## src/hdl/chme_pkg.sv

```systemverilog
// chained hash map engine: shared types and fixed field widths
// no dependencies; used by chme_bucket_hash and chained_hash_map_engine_unit
`timescale 1ns / 1ps

package chme_pkg;

    // fixed field widths
    localparam int KEY_W   = 64;
    localparam int VAL_W   = 32;
    localparam int COUNT_W = 10;

    // stored_count saturates here
    localparam int COUNT_MAX = 1023;

    // operation codes
    typedef enum logic [1:0] {
        OP_GET    = 2'd0,
        OP_SET    = 2'd1,
        OP_REMOVE = 2'd2,
        OP_CLEAR  = 2'd3
    } op_t;

endpackage

```

## src/hdl/chme_bucket_hash.sv

```systemverilog
// chained hash map engine: bucket index from a 64-bit key
// xor-folds the key into IDX_W-bit chunks, then reduces below NUM_BUCKETS
// depends on chme_pkg
`timescale 1ns / 1ps

module chme_bucket_hash #(
    parameter int NUM_BUCKETS = 64,
    parameter int IDX_W       = 6
) (
    input  logic [chme_pkg::KEY_W-1:0] key,
    output logic [IDX_W-1:0]           bucket
);

    localparam int CHUNKS = (chme_pkg::KEY_W + IDX_W - 1) / IDX_W;
    localparam logic [IDX_W:0] NB = (IDX_W + 1)'(NUM_BUCKETS);

    logic [IDX_W-1:0] folded;
    logic [IDX_W:0]   folded_ext;

    // fold: each index bit is the xor of the matching bit of every chunk
    always_comb
    begin
        folded = '0;
        for (int j = 0; j < IDX_W; j++)
        begin
            for (int c = 0; c < CHUNKS; c++)
            begin
                if (c * IDX_W + j < chme_pkg::KEY_W)
                begin
                    folded[j] = folded[j] ^ key[c * IDX_W + j];
                end
            end
        end
    end

    // folded value stays below twice the bucket count: one compare and subtract
    always_comb
    begin
        folded_ext = {1'b0, folded};
        if (folded_ext >= NB)
        begin
            bucket = IDX_W'(folded_ext - NB);
        end
        else
        begin
            bucket = folded;
        end
    end

endmodule

```

## config.mk

```make
export PLATFORM = sky130hd
export DESIGN_NAME = chme_bucket_hash
export DESIGN_NICKNAME = d
export VERILOG_FILES = /design/src/hdl/chme_pkg.sv /design/src/hdl/chme_bucket_hash.sv
export SDC_FILE = /design/constraint.sdc
export NUM_CORES = 1
export LEC_CHECK = 0
export BUFFER_PORTS_ARGS = -buffer_cell sky130_fd_sc_hd__buf_2
export CORE_MARGIN = 10
export CORE_UTILIZATION = 25
export DETAILED_ROUTE_END_ITERATION = 8
export PLACE_DENSITY = 0.63
export RECOVER_POWER = 50
export SLEW_MARGIN = 10
export SYNTH_ARGS = -nofsm -noshare
export SYNTH_HDL_FRONTEND = slang
export SYNTH_SLANG_ARGS = --single-unit
```

## constraint.sdc

```tcl
create_clock -name vclk -period 2.7
set_clock_uncertainty 0.15 [all_clocks]
set_input_delay 0.27 -clock vclk [all_inputs]
set_output_delay 0.27 -clock vclk [all_outputs]
set_load 0.05 [all_outputs]
```

==> flow_metrics.env <==
export IMPL_overflow=0
export IMPL_report_final_slew_viol_count=0
export IMPL_setup_tns_ns=0
export IMPL_nClkBuffers=0
export IMPL_drive_above_1_share_pct=56.6
export IMPL_synth_top_area_share_pct=63.3
export IMPL_holdPathStages=4
export IMPL_io_pins=70
export IMPL_crit_type="primary input to primary output"
export IMPL_ctsResizeCount=0
export IMPL_wl_per_cell_um=12.0
export IMPL_yosys_warnings=0
export IMPL_post_cts_setup_buffer_count=0
export IMPL_required_ns=2.28
export IMPL_grt_antenna_before_repair=0
export IMPL_seq_area_frac_synth_pct=0
export IMPL_final_nets=188
export IMPL_netlist_area_um2=553
export IMPL_min_to="bucket[1]"
export IMPL_synth_common_cells="xnor2_1, xnor3_1, xor2_1, xnor2_2"
export IMPL_syn_nets=116
export IMPL_via_per_inst=3.87
export IMPL_syn_avg_cell_area_um2=10.6
export IMPL_crit_path_frequent_cell="xnor2_1"
export IMPL_multiInputGateArea_um2=553
export IMPL_end_kind="primary output"
export IMPL_cp_arrival_ns=1.49
export IMPL_post_route_util_pct=46.2
export IMPL_initial_utilization_pct=27.4
export IMPL_place_ws_ns=0.895
export IMPL_ant_nets=0
export IMPL_area_delta_synth_final_pct=68.8
export IMPL_synth_area_leader_cell="xnor2_1"
export IMPL_drt_first_pass_iters=2
export IMPL_slowest_stage="clkbuf_1"
export IMPL_grt_max_degree=2
export IMPL_grt_pass1_wl_mm=2.86
export IMPL_core_area_um2=2020
export IMPL_io_buffers=70
export IMPL_diodes=0
export IMPL_vias=576
export IMPL_rsz0062_at_grt="no"
export IMPL_floorplan_rows=16
export IMPL_synthCells=52
export IMPL_setup_ws_ns=0.795
export IMPL_setup_viol=0
export IMPL_synthDistinctLibCells=4
export IMPL_synthTopCellsByArea="xnor2_1, xnor3_1, xor2_1"
export IMPL_path_cells="buf_2 -> xnor2_1 -> xnor2_1 -> xnor3_1 -> clkbuf_1"
export IMPL_final_seq_area_um2=0
export IMPL_dieHeight_um=67.0
export IMPL_gp_congestion=0.748
export IMPL_max_freq_ghz=0.525
export IMPL_total_leakage_power_nw=0.476
export IMPL_startpoint_type="primary input"
export IMPL_hp_start="key[43]"
export IMPL_maxCapViolCount=0
export IMPL_fp_dieArea_um2=4490
export IMPL_final_hold_violation_count=0
export IMPL_power_total_w=0.000458
export IMPL_synth_most_common_cell="xnor2_1"
export IMPL_hold_class="primary input to primary output"
export IMPL_drt_iter0_drc=3
export IMPL_place_detailed_hpwl_mm=1.76
export IMPL_dieWidth_um=67.0
export IMPL_remaining_drc_errors=0
export IMPL_crit_path_max_incr_delay_ns=0.47
export IMPL_period_share_pct=70.6
export IMPL_status="complete, no violations"
export IMPL_routed_wl_mm=1.79
export IMPL_p_per_area_nw_per_um2=490
export IMPL_hold_buffers=0
export IMPL_fillers=220
export IMPL_grt_total_usage_pct=7.60
export IMPL_fin_crit_ns=1.91
export IMPL_nFlopsAndLatches=0
export IMPL_critPathMaxFanout=1
export IMPL_slew_headroom_pct=59.2
export IMPL_worstMarginPinSlew_ns=0.614
export IMPL_first_global_vias=688
export IMPL_vdd_ir_drop_max_v=0.000246
## metrics by stage
| step | hold slack [ns] | cell area, um^2 | instances |
|---|---|---|---|
| final | 0.919 | 933 | 149 |
| after global routing | 0.955 | 933 | 149 |
| after CTS | 0.922 | 937 | 149 |
| after detailed placement | 0.919 | 937 | 149 |
| after global placement | 0.913 | 937 | 149 |
| after floorplan | 0.835 | 553 | 52 |
## how the worst max path moves through the flow
stage                  from   endpoint  slack [ns]
global route        key[15]  bucket[3]        0.71
CTS                 key[29]  bucket[5]        0.89
global placement    key[34]  bucket[4]        0.93
detailed placement  key[34]  bucket[4]        0.89
finish              key[15]  bucket[3]        0.79
floorplan           key[34]  bucket[4]        0.62
## metal layers
metal	wire length, um	GRT usage, %	vias up
met1	568	6.60	240
met3	230	3.18	0
met5	0	0	-
li1	-	-	302
met2	992	16.2	34
met4	0	0	0
## cells in the final DEF, fill, tap and decap left out
cell and n:
xnor3_1 6, buf_2 67, xnor2_1 40, xnor2_2 2, clkbuf_1 3, xor2_1 4
## logic make-up after synthesis
logic type	Yosys count	synth area share, %
XOR/XNOR	52	100
## critical path, delay by kind of cell
family                    cells  cell delay [ns]
xor gates and xnor gates      3             0.64
buffers and inverters         2             0.57
## power by group
part / switching (W) / total (W) / internal (W)
logic: 0.000270 / 0.000458 / 0.000188
clock network: 0 / 0 / 0
registers: 0 / 0 / 0
## area by class of cell
class,instances,area share (%)
multi-input combinational,52,59.2
tap,27,3.62
timing repair buffer,70,37.1
Note: power is estimated with default switching activity, not from simulation.
